===== src/rtl/tgarle_pkg.sv =====
package tgarle_pkg;

  localparam int ADDR_W = 3;
  localparam int DATA_W = 32;

  localparam logic [1:0] FMT_GREY = 2'd0;
  localparam logic [1:0] FMT_555  = 2'd1;
  localparam logic [1:0] FMT_BGR  = 2'd2;
  localparam logic [1:0] FMT_BGRA = 2'd3;

  localparam logic REG_PIXEL_FORMAT = 1'b0;
  localparam logic REG_RLE_ENABLE   = 1'b1;

  localparam logic [7:0] RUN_FLAG   = 8'h80;
  localparam logic [7:0] RUN_BIAS   = 8'd127;

  typedef struct packed {
    logic [1:0] pixel_format;
    logic       rle_enable;
    logic       clear;
  } cfg_t;

  typedef struct packed {
    logic [7:0]  red;
    logic [7:0]  green;
    logic [7:0]  blue;
    logic [7:0]  alpha;
    logic [15:0] palette_index;
    logic [7:0]  repeat_count;
  } pixel_t;

endpackage


===== src/rtl/tga_rle_pixel_decoder_unit.sv =====
// targa pixel stream decoder, one byte per transaction
// input channel: data_byte with in_valid / in_stall; a byte is taken at a
//   rising edge with in_valid high and in_stall low
// output channel: red, green, blue, alpha, palette_index, repeat_count with
//   out_valid / out_stall; one transaction per decoded pixel, a run gives a
//   single transaction carrying its repeat count
// config: apb registers pixel_format at 0x0 and rle_enable at 0x4; any write
//   drops a partial pixel or open packet
// throughput: one byte per cycle while in_stall is low; 1 to 4 bytes per pixel
//   plus one header byte per packet in rle mode
// output: a pixel is registered into the result or skid stage
// stall: a result register and a one-entry skid stage sit on the output;
//   in_stall rises only once both hold a waiting pixel
// reset: synchronous, clears decode state, output valid, and sets
//   pixel_format to 24-bit bgr with rle off
module tga_rle_pixel_decoder_unit
  import tgarle_pkg::*;
(
  input  logic              clk,
  input  logic              rst,
  input  logic              psel,
  input  logic              penable,
  input  logic              pwrite,
  input  logic [ADDR_W-1:0] paddr,
  input  logic [DATA_W-1:0] pwdata,
  output logic [DATA_W-1:0] prdata,
  output logic              pready,
  input  logic              in_valid,
  output logic              in_stall,
  input  logic [7:0]        data_byte,
  output logic              out_valid,
  input  logic              out_stall,
  output logic [7:0]        red,
  output logic [7:0]        green,
  output logic [7:0]        blue,
  output logic [7:0]        alpha,
  output logic [15:0]       palette_index,
  output logic [7:0]        repeat_count
);

  cfg_t   cfg;
  logic   in_fire;
  logic   res_valid;
  pixel_t res;
  pixel_t out_data;
  logic   full;

  assign in_stall = full;
  assign in_fire  = in_valid && !full;

  tgarle_regs u_regs (
    .clk     (clk),
    .rst     (rst),
    .psel    (psel),
    .penable (penable),
    .pwrite  (pwrite),
    .paddr   (paddr),
    .pwdata  (pwdata),
    .prdata  (prdata),
    .pready  (pready),
    .cfg     (cfg)
  );

  tgarle_core u_core (
    .clk       (clk),
    .rst       (rst),
    .cfg       (cfg),
    .in_fire   (in_fire),
    .data_byte (data_byte),
    .res_valid (res_valid),
    .res       (res)
  );

  tgarle_outq u_outq (
    .clk       (clk),
    .rst       (rst),
    .push      (res_valid),
    .push_data (res),
    .out_stall (out_stall),
    .out_valid (out_valid),
    .out_data  (out_data),
    .full      (full)
  );

  assign red           = out_data.red;
  assign green         = out_data.green;
  assign blue          = out_data.blue;
  assign alpha         = out_data.alpha;
  assign palette_index = out_data.palette_index;
  assign repeat_count  = out_data.repeat_count;

endmodule


===== src/rtl/tgarle_regs.sv =====
module tgarle_regs
  import tgarle_pkg::*;
(
  input  logic                clk,
  input  logic                rst,
  input  logic                psel,
  input  logic                penable,
  input  logic                pwrite,
  input  logic [ADDR_W-1:0]   paddr,
  input  logic [DATA_W-1:0]   pwdata,
  output logic [DATA_W-1:0]   prdata,
  output logic                pready,
  output cfg_t                cfg
);

  logic [1:0] pixel_format;
  logic       rle_enable;
  logic       wr;

  assign wr     = psel && penable && pwrite;
  assign pready = 1'b1;

  always_ff @(posedge clk) begin
    if (rst) begin
      pixel_format <= FMT_BGR;
      rle_enable   <= 1'b0;
    end else if (wr) begin
      case (paddr[2])
        REG_PIXEL_FORMAT: pixel_format <= pwdata[1:0];
        REG_RLE_ENABLE:   rle_enable   <= pwdata[0];
        default:          rle_enable   <= rle_enable;
      endcase
    end
  end

  always_comb begin
    case (paddr[2])
      REG_PIXEL_FORMAT: prdata = {{(DATA_W-2){1'b0}}, pixel_format};
      REG_RLE_ENABLE:   prdata = {{(DATA_W-1){1'b0}}, rle_enable};
      default:          prdata = '0;
    endcase
  end

  assign cfg.pixel_format = pixel_format;
  assign cfg.rle_enable   = rle_enable;
  assign cfg.clear        = wr;

endmodule


===== src/rtl/tgarle_core.sv =====
module tgarle_core
  import tgarle_pkg::*;
(
  input  logic       clk,
  input  logic       rst,
  input  cfg_t       cfg,
  input  logic       in_fire,
  input  logic [7:0] data_byte,
  output logic       res_valid,
  output pixel_t     res
);

  logic [6:0]  raw_remaining, raw_remaining_next;
  logic        run_active, run_active_next;
  logic [7:0]  run_length, run_length_next;
  logic [1:0]  byte_phase, byte_phase_next;
  logic        header_taken, header_taken_next;
  logic [23:0] partial_pixel, partial_pixel_next;
  logic [7:0]  b0, b1, b2;

  assign b0 = partial_pixel[7:0];
  assign b1 = partial_pixel[15:8];
  assign b2 = partial_pixel[23:16];

  always_comb begin
    raw_remaining_next = raw_remaining;
    run_active_next    = run_active;
    run_length_next    = run_length;
    byte_phase_next    = byte_phase;
    header_taken_next  = header_taken;
    partial_pixel_next = partial_pixel;
    res_valid          = 1'b0;
    res                = '0;

    if (in_fire) begin
      if (cfg.rle_enable && !header_taken) begin
        if ((data_byte & RUN_FLAG) != 8'd0) begin
          run_active_next    = 1'b1;
          run_length_next    = data_byte - RUN_BIAS;
          raw_remaining_next = '0;
        end else begin
          run_active_next    = 1'b0;
          run_length_next    = '0;
          raw_remaining_next = data_byte[6:0];
        end
        header_taken_next  = 1'b1;
        byte_phase_next    = '0;
        partial_pixel_next = '0;
      end else if (byte_phase < cfg.pixel_format) begin
        partial_pixel_next = partial_pixel | (24'(data_byte) << {byte_phase, 3'b000});
        byte_phase_next    = byte_phase + 2'd1;
      end else begin
        res_valid = 1'b1;
        case (cfg.pixel_format)
          FMT_GREY: begin
            res.red           = data_byte;
            res.green         = data_byte;
            res.blue          = data_byte;
            res.palette_index = {8'd0, data_byte};
          end
          FMT_555: begin
            res.red           = {3'd0, data_byte[6:2]};
            res.green         = {3'd0, data_byte[1:0], b0[7:5]};
            res.blue          = {3'd0, b0[4:0]};
            res.palette_index = {data_byte, b0};
          end
          FMT_BGR: begin
            res.blue  = b0;
            res.green = b1;
            res.red   = data_byte;
          end
          default: begin
            res.blue  = b0;
            res.green = b1;
            res.red   = b2;
            res.alpha = data_byte;
          end
        endcase
        byte_phase_next    = '0;
        partial_pixel_next = '0;
        res.repeat_count   = 8'd1;
        if (cfg.rle_enable) begin
          if (run_active) begin
            res.repeat_count  = run_length;
            run_active_next   = 1'b0;
            run_length_next   = '0;
            header_taken_next = 1'b0;
          end else if (raw_remaining == 7'd0) begin
            header_taken_next = 1'b0;
          end else begin
            raw_remaining_next = raw_remaining - 7'd1;
          end
        end
      end
    end

    if (cfg.clear) begin
      raw_remaining_next = '0;
      run_active_next    = 1'b0;
      run_length_next    = '0;
      byte_phase_next    = '0;
      header_taken_next  = 1'b0;
      partial_pixel_next = '0;
    end
  end

  always_ff @(posedge clk) begin
    if (rst) begin
      raw_remaining <= '0;
      run_active    <= 1'b0;
      run_length    <= '0;
      byte_phase    <= '0;
      header_taken  <= 1'b0;
      partial_pixel <= '0;
    end else begin
      raw_remaining <= raw_remaining_next;
      run_active    <= run_active_next;
      run_length    <= run_length_next;
      byte_phase    <= byte_phase_next;
      header_taken  <= header_taken_next;
      partial_pixel <= partial_pixel_next;
    end
  end

endmodule


===== src/rtl/tgarle_outq.sv =====
module tgarle_outq
  import tgarle_pkg::*;
(
  input  logic   clk,
  input  logic   rst,
  input  logic   push,
  input  pixel_t push_data,
  input  logic   out_stall,
  output logic   out_valid,
  output pixel_t out_data,
  output logic   full
);

  logic   skid_valid;
  pixel_t skid_data;
  logic   pop;

  assign pop  = out_valid && !out_stall;
  assign full = skid_valid;

  always_ff @(posedge clk) begin
    if (rst) begin
      out_valid  <= 1'b0;
      skid_valid <= 1'b0;
    end else if (pop) begin
      if (skid_valid) begin
        skid_valid <= 1'b0;
      end else begin
        out_valid <= push;
      end
    end else if (push) begin
      if (!out_valid) begin
        out_valid <= 1'b1;
      end else begin
        skid_valid <= 1'b1;
      end
    end
  end

  always_ff @(posedge clk) begin
    if (pop) begin
      if (skid_valid) begin
        out_data <= skid_data;
      end else if (push) begin
        out_data <= push_data;
      end
    end else if (push) begin
      if (!out_valid) begin
        out_data <= push_data;
      end else begin
        skid_data <= push_data;
      end
    end
  end

endmodule


===== config.mk =====
export PLATFORM = sky130hd
export DESIGN_NAME = tga_rle_pixel_decoder_unit
export DESIGN_NICKNAME = d
export VERILOG_FILES = /design/src/rtl/tgarle_pkg.sv /design/src/rtl/tga_rle_pixel_decoder_unit.sv /design/src/rtl/tgarle_regs.sv /design/src/rtl/tgarle_core.sv /design/src/rtl/tgarle_outq.sv
export SDC_FILE = /design/constraint.sdc
export NUM_CORES = 1
export LEC_CHECK = 0
export ABC_AREA = 0
export BUFFER_PORTS_ARGS = -buffer_cell sky130_fd_sc_hd__buf_2
export CAP_MARGIN = 20
export CORE_AREA = 2 2 116 118
export CTS_BUF_LIST = sky130_fd_sc_hd__clkbuf_8
export CTS_CLUSTER_SIZE = 30
export DETAILED_ROUTE_END_ITERATION = 10
export DIE_AREA = 0 0 118 120
export GPL_TIMING_DRIVEN = 1
export PLACE_DENSITY_LB_ADDON = 0.25
export SLEW_MARGIN = 20
export SYNTH_ARGS = -nofsm -noshare
export SYNTH_HDL_FRONTEND = slang
export SYNTH_SLANG_ARGS = --single-unit

===== constraint.sdc =====
create_clock -name clk -period 7.37 [get_ports clk]
set_clock_uncertainty 0.1 [all_clocks]
set_input_delay 0.3685 -clock clk [delete_from_list [all_inputs] [get_ports clk]]
set_output_delay 0.3685 -clock clk [all_outputs]
set_load 0.03 [all_outputs]

; ---- Word-level counts from Yosys, hierarchy flattened
; Cells that the tools add are included.
[word_totals]
reg_bits = 160
output_inout_bits = 91
wordCells = 109
[classes]
add_sub_neg = 3
n_lt_le_gt_ge = 1
eq_ne = 7
n_shift = 1
n_mux = 44
bitwise_logic = 3
reduce_logical = 28
[op_table]
columns = operator, n
row1 = 56-bit two-way mux, 8
row2 = 24-bit one-hot mux with 3 select lines, 1
row3 = 8-bit two-way mux, 8
row4 = 32-bit one-hot mux with 2 select lines, 1
row5 = 24-bit two-way mux, 2
row6 = 7-bit two-way mux, 6
row7 = 16-bit one-hot mux with 2 select lines, 1
row8 = 24-bit OR, 1
row9 = 8-bit by 5-bit << shifter with 24-bit output, 1
row10 = 1-bit two-way mux, 15
row11 = 3-bit AND reduction, 3
row12 = 2-bit AND reduction, 4
row13 = 4-bit AND reduction, 2
row14 = 2-bit nonzero test, 4
row15 = 8-bit by 7-bit subtractor with 8-bit output (second input constant), 1
row16 = 7-bit logical NOT, 1
row17 = 7-bit by 1-bit subtractor with 7-bit output (second input constant), 1
row18 = 2-bit inequality test (second input constant), 3
row19 = 1-bit logical AND, 5
row20 = 5-bit AND reduction, 1
row21 = 2-bit two-way mux, 2
row22 = 2-bit by 1-bit inequality test with 1-bit output (second input constant), 2
row23 = 2-bit OR reduction, 2
row24 = 1-bit logical NOT, 3
row25 = other kinds (8), 9

; ---- Logic depth before layout (Yosys ltp)
[logic_depth]
depth_word = 9
ltp_mapped = 10

; ---- By module
; From an unflattened synthesis, not the netlist that was laid out.
[unflattened]
hier_cells = 589
area_unflattened_um2 = 7322.0
[by_module_without_submodules]
columns = module, instances, cells_per_inst, area_per_inst_um2, seq_area_each_um2
row1 = tgarle_outq, 1, 186, 4299.1, 3403.3
row2 = tgarle_core, 1, 351, 2582.5, 860.8
row3 = tgarle_regs, 1, 51, 426.7, 60.1
row4 = tga_rle_pixel_decoder_unit, 1, 1, 13.8, 0.0

; ---- Least setup slack after synthesis
; No wires, ideal clock.
[synth_path]
kind = register -> register
start = register u_regs.pixel_format[1]
end = register, netlist name u_outq.out_data[0]
setup_time_ns = 0.556
arrival_time_ns = 6.093
path_slack_ns = 0.621
stages_incl_launch_ff = 10
path_buffers = 4
synth_period_minus_slack_ns = 6.749
cell_sequence = dfxtp_1 clkbuf_1 clkbuf_1 inv_1 ha_1 a21o_2 nand3_1 buf_4 buf_2 a21boi_0
[synth_via]
elab_chain_len = 6
word_cells_on_any_way = 7
cone_classes = order compare (1) / mux (3) / reduce/logical (3)
[synth_lines]
columns = element, line_no
row1 = start: declaration, tgarle_regs.sv:16  ; logic [1:0] pixel_format;
row2 = start signal: assignment, tgarle_regs.sv:29  ; REG_PIXEL_FORMAT: pixel_format <= pwdata[1:0];
row3 = 2-bit less-than comparator *, tgarle_core.sv:49  ; end else if (byte_phase < cfg.pixel_format) begin
row4 = 1-bit two-way mux *, tgarle_core.sv:49
row5 = 1-bit two-way mux *, tgarle_core.sv:36  ; if (cfg.rle_enable && !header_taken) begin
row6 = 1-bit two-way mux *, tgarle_core.sv:35  ; if (in_fire) begin
row7 = 2-bit nonzero test (no source line), -
row8 = 3-bit AND reduction (no source line) *, -
; Mark *: on every way between the ends. The rest lies on a longest branch, timed or not.
; A chain may end at the register's enable or synchronous reset.

; ---- Final worst setup path
[layout_path]
start = register u_regs.pixel_format[1]
end = register u_outq.skid_data[4] (netlist name) (enable)
[layout_via]
elab_chain_len = 5
[layout_lines]
columns = element, line_no
row1 = 2-bit less-than comparator, tgarle_core.sv:49
row2 = 1-bit two-way mux, tgarle_core.sv:49
row3 = 1-bit two-way mux, tgarle_core.sv:36
row4 = 1-bit two-way mux, tgarle_core.sv:35
row5 = 3-bit AND reduction (no source line), -
row6 = end signal: assignment, tgarle_outq.sv:51  ; skid_data <= push_data;
row7 = end: declaration, tgarle_outq.sv:15  ; pixel_t skid_data;
; Every way passes these cells.

==> impl_metrics.json <==
{
  "run_status": "completed",
  "synth.lib_cells_used.distinct": 54,
  "cts_repair_resize_count": 0,
  "end_of_the_worst_hold_path": "u_regs.pixel_format[1]",
  "layout.cells.most_common_list": "112 x sky130_fd_sc_hd__edfxtp_1, 77 x sky130_fd_sc_hd__buf_2, 63 x sky130_fd_sc_hd__nor2_1, 60 x sky130_fd_sc_hd__a21oi_1, 48 x sky130_fd_sc_hd__dfxtp_1",
  "synthToLayoutAreaGrowth_pct": 11.0,
  "min-delay-start": "pwdata[1]",
  "design.final.nets": 712,
  "worst_slack_ns": 4.27,
  "grt_pass1_vias": 4284,
  "antenna_found_initial": 0,
  "power_per_cell_area_mw_per_mm2": 228,
  "drt.antenna.violating_nets": 0,
  "hold_depth": 3,
  "core_mm2": 0.0130,
  "vias_per_cell": 5.45,
  "clock-sinks": 160,
  "total_clock_buffers_created_by_cts": 17,
  "count_of_mapped_cells_out_of_synthesis": 598,
  "rsz0062_at_grt": "no",
  "total_leakage_power_nw": 2.99,
  "worst_case_register_to_register_setup_slack_ns": 4.27,
  "clk_pin_slew_worst_setup_hold_paths_ns": 0.08,
  "worstPathCellList": "buf_4 -> inv_1 -> ha_1 -> a21o_2 -> nand3_1 -> buf_4 -> nor2_4 -> buf_4",
  "r2r_end": "u_outq.skid_data[4]",
  "ys_async_sr_fraction": 0,
  "synth.yosys.seq_area_share": 0.623,
  "timing.max_slew.rel_slack": 0.365,
  "cp-end-kind": "flip-flop",
  "cp.arrival_ns": 3.08,
  "path_max_fanout": 56,
  "hp-class": "primary input to flip-flop",
  "number_of_h_tree_branching_levels": 4,
  "vias": 4617,
  "syn_avg_cell_area_um2": 11.6,
  "floorplan.die_area_mm2": 0.0142,
  "timing.final.hold_violations": 0,
  "clk-insertion-delay-late_ns": 0.45,
  "drt-wirelength-per-cell_um": 15.8,
  "fraction_of_layout_cells_with_a_size_suffix_above_1": 0.191,
  "grt_first_pass_wirelength_um": 21700,
  "finalCriticalPeriod_ns": 3.10,
  "worstReg2RegStart": "u_regs.pixel_format[1]",
  "route.detailed.drc": 0,
  "synth_enable_flop_cells": 112,
  "reg2reg_depth": 8,
  "detail_route.first_pass.iterations": 5,
  "slowest_delay_ns": 0.57,
  "totalNegativeSetupSlack_ns": 0,
  "crit_top_cell": "sky130_fd_sc_hd__buf_4",
  "critPathRequiredTime_ns": 7.35,
  "detailedPlacementHpwl_um": 8380,
  "grt_start_max_net_pins": 57,
  "max_cap_violations": 0,
  "total_global_routing_overflow": 0,
  "dieWidth_um": 118,
  "measured_slew_at_the_worst_slew_check_pin_ns": 0.946,
  "initial_core_util": 0.535,
  "final.period_utilization": 0.420,
  "design.portCount": 141,
  "layout.cells.most_common": "sky130_fd_sc_hd__edfxtp_1",
  "power.ir.vdd_worst_uv": 96.1,
  "synth.ff_latch_count": 160,
  "worst_path_max_delay_cell": "sky130_fd_sc_hd__buf_4",
  "maximum_clock_insertion_buffer_count": 2,
  "cts_tree": "built",
  "critical_path_class": "flip-flop to flip-flop",
  "cts_root_buf": "sky130_fd_sc_hd__clkbuf_8",
  "hold_buffers": 0,
  "critPathLaunchType": "flip-flop",
  "antenna-diode-count": 0,
  "grt_util_all_layers": 0.196,
  "setup_viol": 0,
  "post_synth_instance_area_mm2": 0.00694,
  "preCtsSetupSlack_ns": 4.30,
  "max_clock_freq_mhz": 323,
  "detail_route.iter0.violations": 367,
  "core.rowCount": 42,
  "synth_ff_type": "sky130_fd_sc_hd__edfxtp_1",
  "gpl.final_weighted_congestion": 0.802,
  "cts_setup_buffers": 0,
  "port_buffers": 77,
  "yosysWarnings": 0,
  "chipHeight_um": 120,
  "routed_wire_length_um": 13400,
  "drv_slew": 0
}
==> layout make-up <==
class | count | area, um^2
Tap cell | 176 | 220
Inverter | 7 | 26.3
Clock inverter | 13 | 139
Multi-Input combinational cell | 390 | 2310
Timing Repair Buffer | 82 | 423
Fill cell | 1087 | 5280
Sequential cell | 160 | 4320
Clock buffer | 19 | 262
==> state kept, by name (all words and copies together), names as in the netlist <==
name / count
u_core.raw_remaining: 7
u_core.byte_phase: 2
u_core.header_taken: 1
u_regs.rle_enable: 1
u_outq.skid_data: 56
u_outq.out_data: 56
u_outq.out_valid: 1
u_core.run_length: 8
u_outq.full: 1
u_regs.pixel_format: 2
u_core.run_active: 1
u_core.partial_pixel: 24
==> kinds of logic after synthesis <==
family,Yosys count,synth area share
flip-flops,160,0.623
multiplexers,17,0.0247
AO/OA/AOI/OAI,159,0.152
buffers and inverters,77,0.0633
adder cells (fa/ha/maj),4,0.00721
XOR/XNOR,7,0.00883
AND/OR/NAND/NOR,172,0.120
other,2,0.00108
==> how the worst max path moves through the flow <==
stage	startpoint	to	slack (ns)	depth (start not counted)
2_1_floorplan	u_regs.pixel_format[1]	u_outq.out_data[0]	0.62	9
3_3_place_gp	u_regs.pixel_format[1]	u_outq.skid_data[17]	4.35	8
3_5_place_dp	u_regs.pixel_format[1]	u_outq.skid_data[11]	4.30	8
4_1_cts	u_regs.pixel_format[1]	u_outq.skid_data[11]	4.28	8
5_1_grt	u_regs.pixel_format[1]	u_outq.skid_data[32]	4.08	8
6_report	u_regs.pixel_format[1]	u_outq.skid_data[4]	4.27	8
==> Yosys cell counts (all sizes together), types with 3 or more instances <==
master,instances,area (um^2)
a211oi,6,45.0
a21o,34,257
a21oi,60,300
a22o,23,201
a22oi,5,37.5
a31oi,5,46.3
and2,25,156
and3,5,33.8
buf,39,282
clkbuf,31,131
dfxtp,48,961
edfxtp,112,3360
ha,4,50.1
inv,7,26.3
mux2i,16,160
nand2,35,131
nand2b,5,31.3
nand3,11,55.1
nor2,64,240
nor2b,5,41.3
nor3,9,45.0
nor3b,4,35.0
o211ai,3,22.5
o21ai,14,70.1
o31ai,3,22.5
xnor2,5,43.8
==> critical path, delay by kind of cell (launching register included) <==
kind	cells	cell delay (ns)
buf+inv	4	1.41
fa+ha+maj	1	0.34
simple gates	2	0.31
flops	1	0.31
compound gates	1	0.20
==> layer usage <==
| layer | vias to the layer above | wire length, um | global-route usage |
|---|---|---|---|
| met4 | 0 | 267 | 0.0806 |
| met3 | 21 | 584 | 0.0423 |
| met2 | 142 | 6180 | 0.306 |
| met5 | - | 0 | 0 |
| met1 | 2241 | 6370 | 0.268 |
| li1 | 2213 | - | - |
==> power by group <==
| group | internal [mW] | switching [mW] | total, mW |
|---|---|---|---|
| clock | 0.318 | 0.318 | 0.636 |
| sequential | 0.973 | 0.00960 | 0.982 |
| combinational | 0.0330 | 0.104 | 0.137 |
==> through the flow <==
stage | utilization | power [mW] | hold WS [ns] | cells | instance area (um^2)
2_1_floorplan | - | 1.12 | 0.336 | 627 | 7050
3_3_place_gp | 0.562 | 1.14 | 0.349 | 815 | 7300
3_5_place_dp | 0.562 | 1.14 | 0.356 | 815 | 7300
4_1_cts | 0.593 | 1.77 | 0.0324 | 847 | 7700
5_1_grt | 0.593 | 1.81 | 0.0423 | 847 | 7700
6_report | 0.593 | 1.76 | 0.0434 | 847 | 7700
Power figures use the tool's default switching activity.
